File: src/mta_pkg.sv
// Package for the max triangle area block: item types, widths, sequencer states.
`timescale 1ns / 1ps
`default_nettype none

package mta_pkg;

  // Field widths
  localparam int COORD_BITS = 12;
  localparam int AREA_BITS  = 25;
  // Coordinate differences, products and the running maximum
  localparam int DIFF_BITS  = COORD_BITS + 1;
  localparam int PROD_BITS  = 2 * DIFF_BITS;
  localparam int CROSS_BITS = PROD_BITS + 1;
  localparam int BEST_BITS  = PROD_BITS;
  // Smallest set that holds a triangle
  localparam int MIN_POINTS = 3;

  // One input item
  typedef struct packed {
    logic signed [COORD_BITS-1:0] px;
    logic signed [COORD_BITS-1:0] py;
    logic                         set_end;
  } in_item_t;

  // One result item
  typedef struct packed {
    logic [AREA_BITS-1:0] double_area;
    logic                 overflowed;
  } out_item_t;

  // One stored point
  typedef struct packed {
    logic signed [COORD_BITS-1:0] x;
    logic signed [COORD_BITS-1:0] y;
  } point_t;

  // Triple walk sequencer
  typedef enum logic [3:0] {
    ST_LOAD,
    ST_LD_A,
    ST_LD_AW,
    ST_LD_B,
    ST_LD_BW,
    ST_RD_C,
    ST_DIFF,
    ST_MUL_A,
    ST_MUL_B,
    ST_CMP,
    ST_DONE
  } state_e;

  // Datapath controls from sequencer to the cross product unit
  typedef struct packed {
    logic cap_a;
    logic cap_b;
    logic diff;
    logic mul_a;
    logic mul_b;
    logic cmp;
    logic clr_best;
  } ctrl_t;

endpackage

`default_nettype wire

File: src/mta_point_mem.sv
// Point store: one write port, one registered read port.
`timescale 1ns / 1ps
`default_nettype none

module mta_point_mem #(
  parameter int DEPTH = 128
) (
  input  wire logic                     clk_i,
  input  wire logic                     we_i,
  input  wire logic [$clog2(DEPTH)-1:0] waddr_i,
  input  wire mta_pkg::point_t          wdata_i,
  input  wire logic                     re_i,
  input  wire logic [$clog2(DEPTH)-1:0] raddr_i,
  output mta_pkg::point_t               rdata_o
);

  mta_pkg::point_t mem_q [DEPTH];
  mta_pkg::point_t rdata_q;

  // write port
  always_ff @(posedge clk_i) begin
    if (we_i) begin
      mem_q[waddr_i] <= wdata_i;
    end
  end

  // registered read port
  always_ff @(posedge clk_i) begin
    if (re_i) begin
      rdata_q <= mem_q[raddr_i];
    end
  end

  assign rdata_o = rdata_q;

endmodule

`default_nettype wire

File: src/mta_cross_unit.sv
// Cross product unit: point registers, one shared multiplier, abs and running max.
`timescale 1ns / 1ps
`default_nettype none

module mta_cross_unit (
  input  wire logic                        clk_i,
  input  wire logic                        rst_ni,
  input  wire mta_pkg::ctrl_t              ctrl_i,
  input  wire mta_pkg::point_t             rdata_i,
  output logic [mta_pkg::BEST_BITS-1:0]    best_o
);

  localparam int CB = mta_pkg::COORD_BITS;
  localparam int DB = mta_pkg::DIFF_BITS;
  localparam int PB = mta_pkg::PROD_BITS;
  localparam int XB = mta_pkg::CROSS_BITS;
  localparam int BB = mta_pkg::BEST_BITS;

  mta_pkg::point_t        a_q;
  logic signed [DB-1:0]   ux_q, uy_q, vx_q, vy_q;
  logic signed [DB-1:0]   dx, dy;
  logic signed [DB-1:0]   op_a, op_b;
  logic signed [PB-1:0]   prod;
  logic signed [PB-1:0]   p1_q, p2_q;
  logic signed [XB-1:0]   cross_sum;
  logic        [XB-1:0]   mag;
  logic        [BB-1:0]   best_q;

  // difference of the read point to the anchor point
  assign dx = {rdata_i.x[CB-1], rdata_i.x} - {a_q.x[CB-1], a_q.x};
  assign dy = {rdata_i.y[CB-1], rdata_i.y} - {a_q.y[CB-1], a_q.y};

  // shared multiplier: ux*vy first, then vx*uy
  assign op_a = ctrl_i.mul_a ? ux_q : vx_q;
  assign op_b = ctrl_i.mul_a ? vy_q : uy_q;
  assign prod = op_a * op_b;

  // absolute cross product
  assign cross_sum = {p1_q[PB-1], p1_q} - {p2_q[PB-1], p2_q};
  assign mag       = cross_sum[XB-1] ? XB'(-cross_sum) : XB'(cross_sum);

  // operand and product registers
  always_ff @(posedge clk_i) begin
    if (ctrl_i.cap_a) begin
      a_q <= rdata_i;
    end
    if (ctrl_i.cap_b) begin
      ux_q <= dx;
      uy_q <= dy;
    end
    if (ctrl_i.diff) begin
      vx_q <= dx;
      vy_q <= dy;
    end
    if (ctrl_i.mul_a) begin
      p1_q <= prod;
    end
    if (ctrl_i.mul_b) begin
      p2_q <= prod;
    end
  end

  // running maximum
  always_ff @(posedge clk_i or negedge rst_ni) begin
    if (!rst_ni) begin
      best_q <= '0;
    end else if (ctrl_i.clr_best) begin
      best_q <= '0;
    end else if (ctrl_i.cmp && (mag[BB-1:0] > best_q)) begin
      best_q <= mag[BB-1:0];
    end
  end

  assign best_o = best_q;

endmodule

`default_nettype wire

File: src/mta_seq.sv
// Sequencer: point loading, triple index walk, result hand-off.
`timescale 1ns / 1ps
`default_nettype none

module mta_seq #(
  parameter int MAX_POINTS = 128
) (
  input  wire logic                          clk_i,
  input  wire logic                          rst_ni,
  input  wire logic                          in_valid_i,
  input  wire logic                          set_end_i,
  output logic                               in_stall_o,
  input  wire logic                          out_free_i,
  output logic                               emit_o,
  output logic                               drop_o,
  output logic                               mem_we_o,
  output logic [$clog2(MAX_POINTS)-1:0]      mem_waddr_o,
  output logic                               mem_re_o,
  output logic [$clog2(MAX_POINTS)-1:0]      mem_raddr_o,
  output mta_pkg::ctrl_t                     ctrl_o
);

  localparam int IDX_W = $clog2(MAX_POINTS);
  localparam int CNT_W = $clog2(MAX_POINTS + 1);

  mta_pkg::state_e  state_q, state_d;
  logic [CNT_W-1:0] count_q, count_d, count_inc;
  logic             drop_q, drop_d;
  logic [IDX_W-1:0] i_q, i_d, j_q, j_d, k_q, k_d;
  logic [IDX_W-1:0] last;
  logic             accept, has_room;

  assign accept    = in_valid_i && (state_q == mta_pkg::ST_LOAD);
  assign has_room  = count_q < CNT_W'(MAX_POINTS);
  assign count_inc = count_q + CNT_W'(has_room);
  assign last      = IDX_W'(count_q - CNT_W'(1));

  // next state
  always_comb begin
    state_d = state_q;
    case (state_q)
      mta_pkg::ST_LOAD: begin
        if (accept && set_end_i) begin
          state_d = (count_inc >= CNT_W'(mta_pkg::MIN_POINTS)) ? mta_pkg::ST_LD_A
                                                               : mta_pkg::ST_DONE;
        end
      end
      mta_pkg::ST_LD_A:  state_d = mta_pkg::ST_LD_AW;
      mta_pkg::ST_LD_AW: state_d = mta_pkg::ST_LD_B;
      mta_pkg::ST_LD_B:  state_d = mta_pkg::ST_LD_BW;
      mta_pkg::ST_LD_BW: state_d = mta_pkg::ST_RD_C;
      mta_pkg::ST_RD_C:  state_d = mta_pkg::ST_DIFF;
      mta_pkg::ST_DIFF:  state_d = mta_pkg::ST_MUL_A;
      mta_pkg::ST_MUL_A: state_d = mta_pkg::ST_MUL_B;
      mta_pkg::ST_MUL_B: state_d = mta_pkg::ST_CMP;
      mta_pkg::ST_CMP: begin
        if (k_q != last) begin
          state_d = mta_pkg::ST_RD_C;
        end else if (j_q != last - IDX_W'(1)) begin
          state_d = mta_pkg::ST_LD_B;
        end else if (i_q != last - IDX_W'(2)) begin
          state_d = mta_pkg::ST_LD_A;
        end else begin
          state_d = mta_pkg::ST_DONE;
        end
      end
      mta_pkg::ST_DONE: begin
        if (out_free_i) begin
          state_d = mta_pkg::ST_LOAD;
        end
      end
      default: state_d = mta_pkg::ST_LOAD;
    endcase
  end

  // outputs: handshake, memory port and datapath controls
  always_comb begin
    ctrl_o      = '0;
    mem_re_o    = 1'b0;
    mem_raddr_o = k_q;
    emit_o      = 1'b0;
    in_stall_o  = (state_q != mta_pkg::ST_LOAD);
    mem_we_o    = accept && has_room;
    mem_waddr_o = count_q[IDX_W-1:0];
    case (state_q)
      mta_pkg::ST_LD_A: begin
        mem_re_o    = 1'b1;
        mem_raddr_o = i_q;
      end
      mta_pkg::ST_LD_AW: ctrl_o.cap_a = 1'b1;
      mta_pkg::ST_LD_B: begin
        mem_re_o    = 1'b1;
        mem_raddr_o = j_q;
      end
      mta_pkg::ST_LD_BW: ctrl_o.cap_b = 1'b1;
      mta_pkg::ST_RD_C: begin
        mem_re_o    = 1'b1;
        mem_raddr_o = k_q;
      end
      mta_pkg::ST_DIFF:  ctrl_o.diff  = 1'b1;
      mta_pkg::ST_MUL_A: ctrl_o.mul_a = 1'b1;
      mta_pkg::ST_MUL_B: ctrl_o.mul_b = 1'b1;
      mta_pkg::ST_CMP:   ctrl_o.cmp   = 1'b1;
      mta_pkg::ST_DONE: begin
        emit_o          = out_free_i;
        ctrl_o.clr_best = out_free_i;
      end
      default: ;
    endcase
  end

  // point count, drop flag and triple indices
  always_comb begin
    count_d = count_q;
    drop_d  = drop_q;
    i_d     = i_q;
    j_d     = j_q;
    k_d     = k_q;
    if (accept) begin
      count_d = count_inc;
      drop_d  = drop_q | !has_room;
      i_d     = '0;
    end
    case (state_q)
      mta_pkg::ST_LD_A: j_d = i_q + IDX_W'(1);
      mta_pkg::ST_LD_B: k_d = j_q + IDX_W'(1);
      mta_pkg::ST_CMP: begin
        if (k_q != last) begin
          k_d = k_q + IDX_W'(1);
        end else if (j_q != last - IDX_W'(1)) begin
          j_d = j_q + IDX_W'(1);
        end else begin
          i_d = i_q + IDX_W'(1);
        end
      end
      mta_pkg::ST_DONE: begin
        if (out_free_i) begin
          count_d = '0;
          drop_d  = 1'b0;
        end
      end
      default: ;
    endcase
  end

  // control registers
  always_ff @(posedge clk_i or negedge rst_ni) begin
    if (!rst_ni) begin
      state_q <= mta_pkg::ST_LOAD;
      count_q <= '0;
      drop_q  <= 1'b0;
      i_q     <= '0;
      j_q     <= '0;
      k_q     <= '0;
    end else begin
      state_q <= state_d;
      count_q <= count_d;
      drop_q  <= drop_d;
      i_q     <= i_d;
      j_q     <= j_d;
      k_q     <= k_d;
    end
  end

  assign drop_o = drop_q;

endmodule

`default_nettype wire

File: src/max_triangle_area_top.sv
// Top level of the max triangle area block: store, sequencer, cross unit, result register.
//
//   channel  direction  handshake              payload
//   in       input      in_valid_i/in_stall_o  in_item_i  (px, py, set_end)
//   out      output     out_valid_o/out_stall_i out_item_o (double_area, overflowed)
//
// Points load at one per cycle. An item with set_end starts the triple walk,
// during which in_stall_o is high. Triples are walked one after another, the first and
// second points read anew from the store as they change, set by the single multiplier
// and the single read port of the point store. Sets of fewer than three points skip
// the walk and go straight to the result hand-off.
// Reset needs no clearing pass; loading of the next set runs while a result waits.
`timescale 1ns / 1ps
`default_nettype none

module max_triangle_area_top #(
  parameter int MAX_POINTS = 128
) (
  input  wire logic                clk_i,
  input  wire logic                rst_ni,
  input  wire logic                in_valid_i,
  output logic                     in_stall_o,
  input  wire mta_pkg::in_item_t   in_item_i,
  output logic                     out_valid_o,
  input  wire logic                out_stall_i,
  output mta_pkg::out_item_t       out_item_o
);

  localparam int IDX_W = $clog2(MAX_POINTS);
  localparam int AB    = mta_pkg::AREA_BITS;
  localparam int BB    = mta_pkg::BEST_BITS;

  logic                  mem_we, mem_re, emit, drop, out_free;
  logic [IDX_W-1:0]      mem_waddr, mem_raddr;
  mta_pkg::point_t       wdata, rdata;
  mta_pkg::ctrl_t        ctrl;
  logic [BB-1:0]         best;
  logic                  out_valid_q, out_valid_d;
  mta_pkg::out_item_t    out_q;

  assign wdata.x  = in_item_i.px;
  assign wdata.y  = in_item_i.py;
  assign out_free = !out_valid_q || !out_stall_i;

  mta_point_mem #(
    .DEPTH (MAX_POINTS)
  ) u_mem (
    .clk_i   (clk_i),
    .we_i    (mem_we),
    .waddr_i (mem_waddr),
    .wdata_i (wdata),
    .re_i    (mem_re),
    .raddr_i (mem_raddr),
    .rdata_o (rdata)
  );

  mta_seq #(
    .MAX_POINTS (MAX_POINTS)
  ) u_seq (
    .clk_i       (clk_i),
    .rst_ni      (rst_ni),
    .in_valid_i  (in_valid_i),
    .set_end_i   (in_item_i.set_end),
    .in_stall_o  (in_stall_o),
    .out_free_i  (out_free),
    .emit_o      (emit),
    .drop_o      (drop),
    .mem_we_o    (mem_we),
    .mem_waddr_o (mem_waddr),
    .mem_re_o    (mem_re),
    .mem_raddr_o (mem_raddr),
    .ctrl_o      (ctrl)
  );

  mta_cross_unit u_cross (
    .clk_i   (clk_i),
    .rst_ni  (rst_ni),
    .ctrl_i  (ctrl),
    .rdata_i (rdata),
    .best_o  (best)
  );

  // result register valid
  always_comb begin
    out_valid_d = out_valid_q;
    if (emit) begin
      out_valid_d = 1'b1;
    end else if (!out_stall_i) begin
      out_valid_d = 1'b0;
    end
  end

  always_ff @(posedge clk_i or negedge rst_ni) begin
    if (!rst_ni) begin
      out_valid_q <= 1'b0;
    end else begin
      out_valid_q <= out_valid_d;
    end
  end

  // result payload, saturated to the area width
  always_ff @(posedge clk_i) begin
    if (emit) begin
      out_q.double_area <= (|best[BB-1:AB]) ? {AB{1'b1}} : best[AB-1:0];
      out_q.overflowed  <= drop;
    end
  end

  assign out_valid_o = out_valid_q;
  assign out_item_o  = out_q;

`ifndef SYNTHESIS
  // a new result never overwrites one still waiting
  a_emit_free: assert property (@(posedge clk_i) disable iff (!rst_ni)
    emit |-> (!out_valid_q || !out_stall_i))
    else $error("result emitted while output register busy");

  // the item closing a set starts the walk or the hand-off
  a_end_stalls: assert property (@(posedge clk_i) disable iff (!rst_ni)
    (in_valid_i && !in_stall_o && in_item_i.set_end) |=> in_stall_o)
    else $error("input not stalled after end of set");

  // store writes only happen on accepted items
  a_we_accept: assert property (@(posedge clk_i) disable iff (!rst_ni)
    mem_we |-> (in_valid_i && !in_stall_o))
    else $error("point store written without an accepted item");
`endif

endmodule

`default_nettype wire

File: config.mk
export PLATFORM = sky130hd
export DESIGN_NAME = max_triangle_area_top
export DESIGN_NICKNAME = d
export VERILOG_FILES = /design/src/mta_pkg.sv /design/src/mta_point_mem.sv /design/src/mta_cross_unit.sv /design/src/mta_seq.sv /design/src/max_triangle_area_top.sv
export SDC_FILE = /design/constraint.sdc
export NUM_CORES = 2
export LEC_CHECK = 0
export BUFFER_PORTS_ARGS = -buffer_cell sky130_fd_sc_hd__buf_2
export CORE_ASPECT_RATIO = 0.8
export CORE_MARGIN = 2
export CORE_UTILIZATION = 51
export DETAILED_ROUTE_END_ITERATION = 10
export GPL_ROUTABILITY_DRIVEN = 1
export PLACE_DENSITY = 0.66
export SLEW_MARGIN = 20
export SYNTH_ARGS = -nofsm -noshare
export SYNTH_HDL_FRONTEND = slang
export SYNTH_SLANG_ARGS = --single-unit
export TNS_END_PERCENT = 100
File: constraint.sdc
create_clock -name clk_i -period 16.15 [get_ports clk_i]
set_input_delay 2.4225 -clock clk_i [delete_from_list [all_inputs] [get_ports clk_i]]
set_output_delay 2.4225 -clock clk_i [all_outputs]
set_load 0.01 [all_outputs]
==> flow_summary.yaml <==
sta:
  period_minus_slack_ps: 8620
  finalSetupTns_ps: 0
  slew_headroom_pct: 14.3
  skew_ps: 55.4
  final_hold_viol_count: 0
  tightest_slew_ps: 1280
  setup_violations: 0
  report.final.slew_viol_count: 0
  finalCritPeriodShare_pct: 53.4
  max_freq_mhz: 116
  rsz0062_at_grt: "no"
synthesis:
  synthTopCellsByArea: "edfxtp_1, mux4_2, fa_1"
  yosys_warnings: 0
  syn_area_sq_um: 138000
  synth_common_cells: "edfxtp_1, mux4_2, nor2_1, a211oi_1, inv_1"
  ys_ff_latch: 3311
  synth_top_area_share_pct: 70.5
  synth-edff-count: 3250
  synthFlopType: "edfxtp_1"
  synth_fp_nets: 7675
  postSynth.asyncResetShare_pct: 1.84
  synthDistinctLibCells: 83
  synth_top_area_cell: "edfxtp_1"
  yosysMostFrequentCell: "edfxtp_1"
  synth.avg_cell_area_sq_um: 18.9
  synth-seq-area-share_pct: 71.6
  synthCells: 7328
routing:
  drt-vias-per-instance: 6.18
  drc: 0
  ant_nets: 0
  routedWlPerCell_microns: 29.8
  drt_iter0_markers: 8492
  first_pass_iters: 5
  drt_wl_total_mm: 342
  num_vias: 70900
grt:
  grt_pass1_wl_mm: 494
  grt_pass1_vias: 70100
  grt_max_degree: 130
  antenna_found_initial: 16
  groute.usage.overall_pct: 24.6
  grt-ovfl-total: 0
setup_path:
  cp.required_ps: 16700
  reg2reg_depth: 28
  critPathBufInv: 7
  r2r_end: "u_cross.p2_q[23]"
  timing.rr.start: "u_seq.state_q[3]"
  crit_top_cell: "fa_1"
  cp_slowest_cell: "mux2i_1"
  crit_arrival_ps: 9170
  cp_top_family: "adder cells"
  cpPeakStageDelay_ps: 760
  worstPathMaxFanout: 60
  crit_path_end_kind: "flop"
  regToRegSetupSlack_ps: 7530
  path_class: "reg -> reg"
  start_kind: "flop"
cells_and_area:
  final_cell_area_sq_um: 154000
  area_growth_pct: 11.5
  filler_cell_count: 20000
  drive_gt1_share_pct: 22.1
  nNetsFinal: 7927
floorplanning:
  coreArea_sq_um: 271000
  start_util_pct: 51.2
  io_pins: 57
  die_w_microns: 587
  dieArea_sq_um: 276000
  fp-row-count: 171
  die_y_microns: 470
flow_run:
  max_cap_viol_count: 0
worst_hold_path:
  hp-class: "reg -> reg"
  holdPathEnd: "u_cross.a_q[12]"
  hold_depth: 0
  min_from: "u_mem.rdata_o[12]"
clocking:
  cts_setup_buffers: 0
  postCtsHoldBufs: 0
  cts_tree: "done"
  cts_max_level: 5
  path_clk_slew_ps: 60
  clock_sink_count: 3311
  clkLatencyLatePin_ps: 880
  ctsResizeCount: 0
  clock_path_buffers: 4
  cts_buffers: 322
  clockRootBuffer: "clkbuf_16"
outcome:
  status: "completed"
placed_design:
  portBuffers: 56
  place_area_sq_um: 144000
  dpl.hpwl_mm: 203
  gp_congestion: 0.890
==> metrics by stage <==
| step | cells | setup slack, ps | hold slack [ps] | utilization [%] |
|---|---|---|---|---|
| 6_report | 11500 | 7530 | 461 | 57.1 |
| 5_1_grt | 11500 | 6920 | 480 | 57.0 |
| 4_1_cts | 11500 | 7490 | 463 | 57.0 |
| 3_5_place_dp | 10900 | 7510 | 449 | 53.3 |
| 2_1_floorplan | 7328 | 8490 | 426 | - |
| 3_3_place_gp | 10900 | 7570 | 447 | 53.3 |
==> final cells by class <==
cell class	instances	area (sq um)	area share, %
Inverter	324	1220	0.788
Tap cell	3633	4550	2.94
Timing Repair Buffer	311	2370	1.53
Antenna cell	6	15.0	0.00972
Multi-Input combinational cell	3310	37100	24.0
Sequential cell	3311	99100	64.2
Clock buffer	393	8450	5.47
Clock inverter	181	1600	1.04
==> cells in the final DEF, fill, tap and decap left out, types with 51 or more instances in the layout <==
cell type,instances
nor2b_1,210
fa_1,165
dfrtp_1,61
nand3_1,59
buf_4,270
inv_1,320
edfxtp_1,3250
mux2i_1,231
xnor2_1,77
o21ai_0,87
clkbuf_16,328
ha_1,153
nand2_1,292
nor2_1,207
a21oi_1,201
mux4_2,768
clkinv_1,83
nor2_2,127
clkbuf_1,65
a21o_1,51
a211oi_1,301
==> worst max-delay path by stage <==
stage	from	slack [ps]	endpoint	depth (start not counted)
2_1_floorplan	u_seq.state_q[2]	8490	u_cross.p1_q[23]	26
3_3_place_gp	u_seq.state_q[3]	7570	u_cross.p1_q[23]	28
3_5_place_dp	u_seq.state_q[3]	7510	u_cross.p1_q[23]	28
4_1_cts	u_seq.state_q[3]	7490	u_cross.p2_q[23]	28
5_1_grt	u_seq.state_q[3]	6920	u_cross.p2_q[23]	31
6_report	u_seq.state_q[3]	7530	u_cross.p2_q[23]	28
==> flip-flops by register name, indices dropped and copies added (netlist names), 4 cells and up <==
name,count
u_mem.mem_q,3072
out_item_o,26
u_cross.best_o,26
u_cross.p1_q,26
u_cross.p2_q,26
u_cross.a_q,24
u_mem.rdata_o,24
u_cross.ux_q,13
u_cross.uy_q,13
u_cross.vx_q,13
u_cross.vy_q,13
u_seq.count_q,8
u_seq.i_q,7
u_seq.j_q,7
u_seq.k_q,7
u_seq.state_q,4
==> worst register-to-register path, delay by kind of cell (launching register included) <==
family | cells | cell delay, ps
flip-flops | 1 | 560
adder cells (fa/ha/maj) | 7 | 3100
buffers and inverters | 7 | 1170
AND/OR/NAND/NOR | 4 | 950
XOR/XNOR | 1 | 160
multiplexers | 1 | 780
AO/OA/AOI/OAI | 8 | 1620
==> cells by family (layout without fill, tap and decap cells) <==
family / count (synthesis) / in the layout / synth area share (%)
flops: 3311 / 3311 / 71.6
simple gates: 1029 / 1029 / 3.50
buf+inv: 707 / 1209 / 2.05
mux: 1028 / 1028 / 14.4
compound gates: 811 / 811 / 3.94
other cells: 0 / 6 / 0
fa+ha+maj: 318 / 318 / 3.77
xor+xnor: 124 / 124 / 0.784
==> metal layers <==
layer	track usage, %	up-vias	part of all wire, %
met5	0	-	0.020
met4	6.76	10	2.7
met3	4.68	450	9.3
met2	36.4	3176	45
met1	37.6	37600	43
li1	-	29700	-
Power is left out: the tool's default activity adds up to more than one toggle a clock period on the data nets, which glitch-free logic cannot reach.
